$ cat src/rtl/core/tpbb_pkg.sv
// ----------------------------------------------------------------------------
// tpbb_pkg: shared types and constants for the transformed-point bounding box
// Coordinate types, register indexes, reset values and the lane extractor.
// ----------------------------------------------------------------------------
package tpbb_pkg;

    localparam int COORD_W = 16;
    localparam int ROW_W   = 64;
    localparam int Q_FRAC  = 14;
    localparam int PROD_W  = 2 * COORD_W;
    localparam int ACC_W   = 34;
    localparam int RND_W   = ACC_W - Q_FRAC;

    typedef logic signed [COORD_W-1:0] t_coord;
    typedef t_coord [2:0]              t_vec;
    typedef logic [ROW_W-1:0]          t_row;
    typedef logic [1:0]                t_cfg_idx;

    // Configuration register indexes
    localparam t_cfg_idx CFG_ROW_X = 2'd0;
    localparam t_cfg_idx CFG_ROW_Y = 2'd1;
    localparam t_cfg_idx CFG_ROW_Z = 2'd2;

    // Identity transform after reset
    localparam t_row ROW_X_RST = 64'h0000_0000_0000_4000;
    localparam t_row ROW_Y_RST = 64'h0000_0000_4000_0000;
    localparam t_row ROW_Z_RST = 64'h0000_4000_0000_0000;

    // Load strobes for the two arithmetic stages
    typedef struct packed {
        logic ld_mul;
        logic ld_sum;
    } t_pipe_ctl;

    // Lane k of a row register: bits 16k..16k+15
    function automatic t_coord lane(input t_row row, input logic [1:0] k);
        return t_coord'(row[COORD_W*k +: COORD_W]);
    endfunction

endpackage

$ cat src/rtl/core/tpbb_box.sv
// ----------------------------------------------------------------------------
// tpbb_box: running axis-aligned box
// Holds both corners and the empty flag; grows the box by one point a cycle while i_load is high.
// ----------------------------------------------------------------------------
module tpbb_box (
    input  logic           i_clk,
    input  logic           i_rst_n,
    input  logic           i_load,
    input  logic           i_restart,
    input  tpbb_pkg::t_vec i_pt,
    output tpbb_pkg::t_vec o_lo,
    output tpbb_pkg::t_vec o_hi
);

    tpbb_pkg::t_vec r_lo;
    tpbb_pkg::t_vec r_hi;
    logic           r_empty;
    tpbb_pkg::t_vec n_lo;
    tpbb_pkg::t_vec n_hi;

    always_comb begin
        n_lo = r_lo;
        n_hi = r_hi;
        for (int k = 0; k < 3; k++) begin
            if (i_restart || r_empty) begin
                n_lo[k] = i_pt[k];
                n_hi[k] = i_pt[k];
            end else if ($signed(i_pt[k]) < $signed(r_lo[k])) begin
                n_lo[k] = i_pt[k];
            end else if ($signed(i_pt[k]) > $signed(r_hi[k])) begin
                n_hi[k] = i_pt[k];
            end
        end
    end

    always_ff @(posedge i_clk) begin
        if (!i_rst_n) begin
            r_lo    <= '0;
            r_hi    <= '0;
            r_empty <= 1'b1;
        end else if (i_load) begin
            r_lo    <= n_lo;
            r_hi    <= n_hi;
            r_empty <= 1'b0;
        end
    end

    assign o_lo = r_lo;
    assign o_hi = r_hi;

endmodule

$ cat config.mk
export PLATFORM = sky130hd
export DESIGN_NAME = tpbb_box
export DESIGN_NICKNAME = d
export VERILOG_FILES = /design/src/rtl/core/tpbb_pkg.sv /design/src/rtl/core/tpbb_box.sv
export SDC_FILE = /design/constraint.sdc
export NUM_CORES = 1
export LEC_CHECK = 0
export BUFFER_PORTS_ARGS = -buffer_cell sky130_fd_sc_hd__clkbuf_2
export CORE_UTILIZATION = 59
export CTS_CLUSTER_DIAMETER = 60
export DETAILED_ROUTE_END_ITERATION = 10
export PLACE_DENSITY = 0.91
export SETUP_SLACK_MARGIN = 0.4
export SLEW_MARGIN = 0
export SYNTH_ARGS = -nofsm -noshare
export SYNTH_HDL_FRONTEND = slang
export SYNTH_SLANG_ARGS = --single-unit
export TNS_END_PERCENT = 100
$ cat constraint.sdc
create_clock -name i_clk -period 5.85 [get_ports i_clk]
set_input_delay 1.17 -clock i_clk [delete_from_list [all_inputs] [get_ports i_clk]]
set_output_delay 1.17 -clock i_clk [all_outputs]
set_load 0.02 [all_outputs]
==> flow_metrics.tcl <==
set metrics [dict create \
    status "completed" \
    vias 5262 \
    root_buffer "clkbuf_8" \
    cp_max_fo 16 \
    routed_wl_um 13600 \
    clkTransAtPathRegs_ns 0.09 \
    drive_above_1_share_pct 20.0 \
    crit_top_cell "a221o_1" \
    grt-ovfl-total 0 \
    cts_setup_buffers 0 \
    rrSetupSlack_ns 2.67 \
    port_buffers 147 \
    viasPerCell 5.38 \
    relSlewSlack_pct 21.9 \
    slowest_stage "a311o_1" \
    finalSetupTns_ns 0 \
    dp_hpwl_um 10600 \
    areaGrowthSynthToFinish_pct 15.6 \
    grt_pass1_vias 4954 \
    place_area_mm2 0.00689 \
    start_util_pct 61.6 \
    wl_per_cell_um 13.9 \
    crit_start "i_pt[38]" \
    critPathRequiredTime_ns 6.11 \
    synth_fp_nets 853 \
    drv_slew 0 \
    drc 0 \
    cts_buffer_depth 2 \
    grt_pass1_wl_um 22400 \
    ir_drop_mv 0.145 \
    grt_max_degree 81 \
    final_core_util_pct 71.2 \
    routabilityCongestion 0.851 \
    endpoint "o_lo[35]" \
    synth_ff_type "dfxtp_1" \
    p_int_mw 1.06 \
    r2r_cells 9 \
    tightest_slew_ns 1.17 \
    core_area_mm2 0.00991 \
    antenna_found_initial 0 \
    grt_usage_pct 25.4 \
    dieArea_mm2 0.0108 \
    postLayoutCellArea_mm2 0.00706 \
    drv_cap 0 \
    arrival_ns 3.94 \
    yosysTopAreaCell "dfxtp_1" \
    finalCritPeriodShare_pct 62.8 \
    postSynth.asyncResetShare_pct 0 \
    fill_cells 797 \
    hp-class "register to register" \
    hold_violations 0 \
    power_density_mw_per_mm2 230 \
    fmax_ghz 0.272 \
    ys_seq_area_share_pct 31.8 \
    cts_tree "yes" \
    pin_count 148 \
    path_cells "clkbuf_2 > ha_1 > a21o_1 > a221o_1 > a221o_1 > a211oi_1 > a311o_1 > mux2i_1 > nor2b_1" \
    ant_nets 0 \
    path_class "input port to register" \
    die_w_um 104 \
    synth_area_leaders "dfxtp_1, ha_1, mux2i_1, nand2_1, inv_1" \
    reg2reg_from "o_lo[15]" \
    cts-htree-levels 3 \
    fin_crit_ns 3.67 \
    setup_viol 0 \
    startpoint_type "input port" \
    cts_buffers 9 \
    sw_frac_of_total_pct 34.7 \
    insertion_delay_ns 0.37 \
    drt_iter0_markers 239 \
    yosysUniqueCellTypes 48 \
    avgSynthCellArea_um2 8.63 \
    dr.pass1.iters 4 \
    row_count 36 \
    slowest_delay_ns 0.91 \
    p_clk_share_pct 24.7 \
    synthesis.area_mm2 0.00611 \
    combPwrFrac_pct 28.8 \
    synth_top_area_share_pct 31.8 \
    r2r_end "o_hi[3]" \
    cts_sinks 97 \
    nets 985 \
    synth_edf_count 0 \
    share_seq_of_total_power_pct 46.5 \
    ctsResizeCount 0 \
    mostFrequentLayoutCells "clkbuf_2, nand2_1, inv_1" \
    cts_hold_buf 0 \
    rsz0062_at_grt "false" \
    layout_commonest_cell "clkbuf_2" \
    syn_inst 708 \
    p_sw_mw 0.564 \
    diodes 0 \
    ys_warn_count 0 \
    p_leak_nw 3.54 \
    fp.dieH_um 104 \
    skew_ns 0.0124 \
    endpoint_kind "register" \
    ys_ff_latch 97 \
]
## layer usage
| metal | wire length, um | global-route usage, % |
|---|---|---|
| met5 | 0 | 0 |
| met4 | 227 | 7.96 |
| met3 | 614 | 4.41 |
| met2 | 6690 | 45.1 |
| met1 | 6060 | 31.1 |
## registers in the layout (all words and copies together), names as in the netlist
register and count:
o_lo 48, o_hi 48, r_empty 1
## worst min path at each step
| stage | depth (start not counted) | to | from |
|---|---|---|---|
| after CTS | 2 | o_hi[38] | o_hi[38] |
| final | 2 | o_lo[6] | o_lo[6] |
| after floorplan | 2 | r_empty | r_empty |
| after detailed placement | 2 | o_hi[38] | o_hi[38] |
| after global routing | 2 | o_hi[38] | o_hi[38] |
| after global placement | 2 | o_hi[38] | o_hi[38] |
## area by class of cell
cell class	instances	area, um2	share of cell area, %
repair buffers	148	746	10.6
multi-input cells	483	3650	51.8
clock inverters	6	43.8	0.621
clock buffers	10	128	1.81
well taps	133	166	2.36
inverters	101	379	5.37
flip-flops and latches	97	1940	27.5
## kinds of logic after synthesis
family                     after synthesis  share of synthesized area [%]
buffers and inverters                  128                           8.46
muxes                                  102                           16.8
adders and majority gates               93                           19.1
DFF                                     97                           31.8
AOI/OAI and AO/OA                       80                           8.81
and+or+nand+nor                        208                           15.1
## Yosys cell counts, drive strengths merged, types with 7 or more instances
master  instances
nand4          15
a21oi          28
nor2            7
inv           101
ha             93
clkbuf         17
mux2i         100
a21o           13
buf            10
dfxtp          97
nand2         145
nor2b          17
o21ai          12
## power groups by stage
stage / clock [mW] / sequential, mW / combinational [mW]
2_1_floorplan: 0 / 0.822 / 0.267
3_3_place_gp: 0 / 0.768 / 0.451
3_5_place_dp: 0 / 0.769 / 0.467
4_1_cts: 0.413 / 0.754 / 0.470
5_1_grt: 0.440 / 0.761 / 0.519
6_report: 0.401 / 0.754 / 0.467
## critical path, delay by kind of cell
kind                       cells  cell delay, ns
buffers and inverters          1            0.11
adders and majority gates      1            0.30
AOI/OAI and AO/OA              5            2.02
and+or+nand+nor                1            0.07
muxes                          1            0.28
## metrics by stage
stage	power (mW)	worst slack (ns)	std cells	hold slack (ns)
6_report	1.62	2.18	978	0.480
5_1_grt	1.72	2.01	978	0.491
4_1_cts	1.64	2.17	978	0.480
3_5_place_dp	1.24	1.78	962	0.466
3_3_place_gp	1.22	1.85	962	0.459
2_1_floorplan	1.09	2.36	708	0.449
Note: power is estimated with default switching activity, not from simulation.
