## src/rtl/core/tpbb_pkg.sv

```systemverilog
// ----------------------------------------------------------------------------
// tpbb_pkg: shared types and constants for the transformed-point bounding box
// Coordinate types, register indexes, reset values and the lane extractor.
// ----------------------------------------------------------------------------
package tpbb_pkg;

    localparam int COORD_W = 16;
    localparam int ROW_W   = 64;
    localparam int Q_FRAC  = 14;
    localparam int PROD_W  = 2 * COORD_W;
    localparam int ACC_W   = 34;
    localparam int RND_W   = ACC_W - Q_FRAC;

    typedef logic signed [COORD_W-1:0] t_coord;
    typedef t_coord [2:0]              t_vec;
    typedef logic [ROW_W-1:0]          t_row;
    typedef logic [1:0]                t_cfg_idx;

    // Configuration register indexes
    localparam t_cfg_idx CFG_ROW_X = 2'd0;
    localparam t_cfg_idx CFG_ROW_Y = 2'd1;
    localparam t_cfg_idx CFG_ROW_Z = 2'd2;

    // Identity transform after reset
    localparam t_row ROW_X_RST = 64'h0000_0000_0000_4000;
    localparam t_row ROW_Y_RST = 64'h0000_0000_4000_0000;
    localparam t_row ROW_Z_RST = 64'h0000_4000_0000_0000;

    // Load strobes for the two arithmetic stages
    typedef struct packed {
        logic ld_mul;
        logic ld_sum;
    } t_pipe_ctl;

    // Lane k of a row register: bits 16k..16k+15
    function automatic t_coord lane(input t_row row, input logic [1:0] k);
        return t_coord'(row[COORD_W*k +: COORD_W]);
    endfunction

endpackage

```

## src/rtl/core/tpbb_row.sv

```systemverilog
// ----------------------------------------------------------------------------
// tpbb_row: one row of the affine transform
// Registers three coefficient products, then sums, rounds and saturates.
// ----------------------------------------------------------------------------
module tpbb_row (
    input  logic                i_clk,
    input  tpbb_pkg::t_pipe_ctl i_ctl,
    input  tpbb_pkg::t_row      i_row,
    input  tpbb_pkg::t_vec      i_pt,
    output tpbb_pkg::t_coord    o_coord
);

    logic signed [tpbb_pkg::PROD_W-1:0] r_prod [3];
    tpbb_pkg::t_coord                   r_tr;
    tpbb_pkg::t_coord                   r_coord;

    logic signed [tpbb_pkg::ACC_W-1:0]  acc;
    logic signed [tpbb_pkg::ACC_W-1:0]  acc_rnd;
    logic signed [tpbb_pkg::RND_W-1:0]  rnd;
    tpbb_pkg::t_coord                   n_coord;

    // Product stage
    always_ff @(posedge i_clk) begin
        if (i_ctl.ld_mul) begin
            for (int k = 0; k < 3; k++) begin
                r_prod[k] <= $signed(tpbb_pkg::lane(i_row, 2'(k))) * $signed(i_pt[k]);
            end
            r_tr <= tpbb_pkg::lane(i_row, 2'd3);
        end
    end

    // Sum, round half up, saturate
    always_comb begin
        acc = tpbb_pkg::ACC_W'(r_prod[0]) + tpbb_pkg::ACC_W'(r_prod[1])
            + tpbb_pkg::ACC_W'(r_prod[2])
            + $signed({{(tpbb_pkg::ACC_W - tpbb_pkg::COORD_W - tpbb_pkg::Q_FRAC){r_tr[15]}},
                       r_tr, {tpbb_pkg::Q_FRAC{1'b0}}});
        acc_rnd = acc + $signed(tpbb_pkg::ACC_W'(1) <<< (tpbb_pkg::Q_FRAC - 1));
        rnd     = acc_rnd[tpbb_pkg::ACC_W-1:tpbb_pkg::Q_FRAC];
        if (rnd[tpbb_pkg::RND_W-1:tpbb_pkg::COORD_W-1] == '0
            || rnd[tpbb_pkg::RND_W-1:tpbb_pkg::COORD_W-1] == '1) begin
            n_coord = rnd[tpbb_pkg::COORD_W-1:0];
        end else if (rnd[tpbb_pkg::RND_W-1]) begin
            n_coord = 16'sh8000;
        end else begin
            n_coord = 16'sh7FFF;
        end
    end

    always_ff @(posedge i_clk) begin
        if (i_ctl.ld_sum) begin
            r_coord <= n_coord;
        end
    end

    assign o_coord = r_coord;

endmodule

```

## config.mk

```make
export PLATFORM = sky130hd
export DESIGN_NAME = tpbb_row
export DESIGN_NICKNAME = d
export VERILOG_FILES = /design/src/rtl/core/tpbb_pkg.sv /design/src/rtl/core/tpbb_row.sv
export SDC_FILE = /design/constraint.sdc
export NUM_CORES = 2
export LEC_CHECK = 0
export BUFFER_PORTS_ARGS = -buffer_cell sky130_fd_sc_hd__buf_2
export CORE_UTILIZATION = 65
export CTS_BUF_LIST = sky130_fd_sc_hd__clkbuf_4 sky130_fd_sc_hd__clkbuf_8
export CTS_CLUSTER_DIAMETER = 150
export DETAILED_ROUTE_END_ITERATION = 6
export PLACE_DENSITY = 0.95
export SYNTH_ARGS = -nofsm -noshare
export SYNTH_HDL_FRONTEND = slang
export SYNTH_SLANG_ARGS = --single-unit
```

## constraint.sdc

```tcl
create_clock -name i_clk -period 16.8 [get_ports i_clk]
set_input_delay 1.68 -clock i_clk [delete_from_list [all_inputs] [get_ports i_clk]]
set_output_delay 1.68 -clock i_clk [all_outputs]
set_load 0.02 [all_outputs]
```

==> flow_metrics.tcl <==
set metrics [dict create \
    clock_path_buffers 2 \
    portBuffers 130 \
    final-setup-viol-count 0 \
    cts-htree-levels 4 \
    hpwl_um 70700 \
    drt-initial-drc-count 2544 \
    startpoint "i_row[31]" \
    clk_pin_slew_worst_paths_ns 0.09 \
    synth_most_common_cell "inv_1" \
    finalSetupTns_ns 0 \
    crit_end "r_prod[0][63]$_DFFE_PP_" \
    die_area_um2 55900 \
    seqCellArea_um2 3840 \
    grt_pass1_wl_um 144000 \
    rrSetupSlack_ns 12.09 \
    nNetsFinal 4884 \
    crit_buf_inv 4 \
    wl_per_cell_um 20.0 \
    grt.overflow.total 0 \
    syn-num-nets 4837 \
    critPathKind "input pin to flop" \
    ios 131 \
    netlist_area_um2 35700 \
    synth_cell_types 72 \
    max_freq_ghz 0.124 \
    cts_tree "yes" \
    drc 0 \
    drtPass1Iterations 7 \
    fp-row-count 85 \
    path_cells "buf_2 > nand2_1 > inv_1 > fa_1 > fa_1 > fa_1 > fa_1 > fa_1 > inv_1 > fa_1 > inv_1 > ha_1 > nand4_1 > nor3_1 > nor2b_1 > a22o_1 > o41ai_1 > a21oi_1 > nor4_1 > a311oi_1" \
    vias 26120 \
    multi_input_area_um2 28200 \
    reg2reg_from "r_tr[4]$_DFFE_PP_" \
    layout-drive-gt1-share_pct 4.95 \
    max_slew_margin_pct 32.5 \
    hold_viol 0 \
    r2r_end "o_coord[10]$_DFFE_PP_" \
    viasPerCell 6.00 \
    synth_cells 3597 \
    tightest_slew_ns 1.01 \
    cp_common_cell "fa_1" \
    clock-sinks 128 \
    skew_ns 0.0306 \
    synth_common_cells "864 x inv_1, 836 x fa_1, 388 x nand2_1, 378 x and2_1, 289 x ha_1" \
    core_area_um2 54000 \
    yosysTopAreaCellShare_pct 46.9 \
    slowest_stage "fa_1" \
    die_h_um 236 \
    post_synth.cell_area_avg_um2 9.92 \
    cts-buffers-inserted 17 \
    antenna_found_initial 4 \
    crit_path_max_fanout 16 \
    hold_path_class "flop to flop" \
    grt_usage_pct 32.9 \
    yosysTopAreaCell "fa_1" \
    rsz0062_at_grt "no" \
    critical-path-top-delay-family "adder cells" \
    cts-resized-gates 0 \
    fin_crit_ns 8.09 \
    endpoint_kind "flop" \
    critPathMaxStageDelay_ns 0.93 \
    yosysWarningCount 0 \
    ff2ff_path_depth 12 \
    cp.depth 20 \
    gp_congestion 0.928 \
    drv_slew 0 \
    postCtsSetupBuffers 0 \
    cp.required_ns 16.98 \
    grt_pass1_vias 29068 \
    synth_edf_count 128 \
    clk_latency_ns 0.48 \
    start_util_pct 66.1 \
    cap_violations 0 \
    synthToLayoutAreaGrowth_pct 4.37 \
    worstPathArrival_ns 8.27 \
    status "finished clean" \
    clockRootBuffer "clkbuf_8" \
    synth-seq-area-share_pct 10.8 \
    wl_um 87200 \
    synth.area.top_cells "fa_1 47%, edfxtp_1 11%, ha_1 10%" \
    ys_seq_elements 128 \
    cts_hold_buffers 0 \
    critPathLaunchType "input pin" \
    grt_max_degree 75 \
    ant_nets 0 \
    nFillCells 3427 \
    min_period_over_period_pct 48.2 \
    async_reset_ff_share_pct 0 \
    die_x_um 236 \
    synth_flop_cell "edfxtp_1" \
]
==> area by class of cell <==
| cell class | count | share of cell area, % |
|---|---|---|
| Antenna cell | 3 | 0.0202 |
| Clock inverter | 15 | 0.490 |
| Tap cell | 696 | 2.34 |
| Timing Repair Buffer | 131 | 1.77 |
| Multi-Input combinational cell | 2502 | 75.7 |
| Inverter | 864 | 8.71 |
| Clock buffer | 17 | 0.628 |
| Sequential cell | 128 | 10.3 |
==> worst register-to-register path: cells and delay by family (launching register included) <==
kind / cells / cell delay, ns
AOI/OAI and AO/OA: 7 / 2.39
xor gates and xnor gates: 1 / 0.14
adders and majority gates: 3 / 1.43
DFF: 1 / 0.48
and+or+nand+nor: 1 / 0.13
==> kinds of logic (layout without fill, tap and decap cells) <==
group / Yosys count / in the layout / share of synthesized area, %
adder cells (fa/ha/maj): 1125 / 1125 / 57.0
buffers and inverters: 967 / 1027 / 10.2
AND/OR/NAND/NOR: 960 / 960 / 13.4
AO/OA/AOI/OAI: 296 / 296 / 5.65
flip-flops: 128 / 128 / 10.8
XOR/XNOR: 120 / 120 / 2.94
multiplexers: 1 / 1 / 0.0280
other: 0 / 3 / 0
==> sequential cells by signal, summed over array words and instances, names as in the netlist <==
register,count
o_coord,16
r_tr,16
r_prod,96
==> metal layers <==
metal / vias up / part of all wire [%] / global-route usage (%)
met5: - / 0 / 0
met4: 0 / 6.0 / 17.0
met3: 456 / 9.5 / 5.22
met2: 1733 / 50 / 56.2
met1: 13042 / 34 / 40.5
li1: 10889 / - / -
==> layout by cell type, fill, tap and decap left out, drive strengths merged, types with 79 or more instances in the layout <==
cell type / count
edfxtp: 128
ha: 289
nor2: 98
fa: 836
a21oi: 79
inv: 875
buf: 131
xnor2: 95
and2: 378
nand2: 388
==> worst min path at each step <==
stage	startpoint	end	slack (ns)	depth (start not counted)
final	r_prod[0][80]$_DFFE_PP_	o_coord[2]$_DFFE_PP_	1.12	4
after global routing	r_prod[0][80]$_DFFE_PP_	o_coord[2]$_DFFE_PP_	1.14	4
after CTS	r_prod[0][80]$_DFFE_PP_	o_coord[2]$_DFFE_PP_	1.10	4
after detailed placement	r_prod[0][85]$_DFFE_PP_	o_coord[7]$_DFFE_PP_	1.09	4
after global placement	r_prod[0][95]$_DFFE_PP_	o_coord[15]$_DFFE_PP_	1.06	4
after floorplan	r_prod[0][95]$_DFFE_PP_	o_coord[15]$_DFFE_PP_	0.94	4
==> metrics by stage <==
step / std cells / setup slack (ns) / utilization, % / instance area [µm²] / hold WS, ns
5_1_grt: 4356 / 8.44 / 69.0 / 37300 / 1.14
6_report: 4356 / 8.71 / 69.0 / 37300 / 1.12
3_3_place_gp: 4321 / 8.99 / 68.2 / 36800 / 1.06
2_1_floorplan: 3597 / 9.24 / - / 35700 / 0.937
4_1_cts: 4353 / 8.91 / 68.9 / 37200 / 1.10
3_5_place_dp: 4321 / 8.47 / 68.2 / 36800 / 1.09
Power is not shown: default switching activity piles up to over one toggle a cycle in this logic, so the estimate is an artifact.
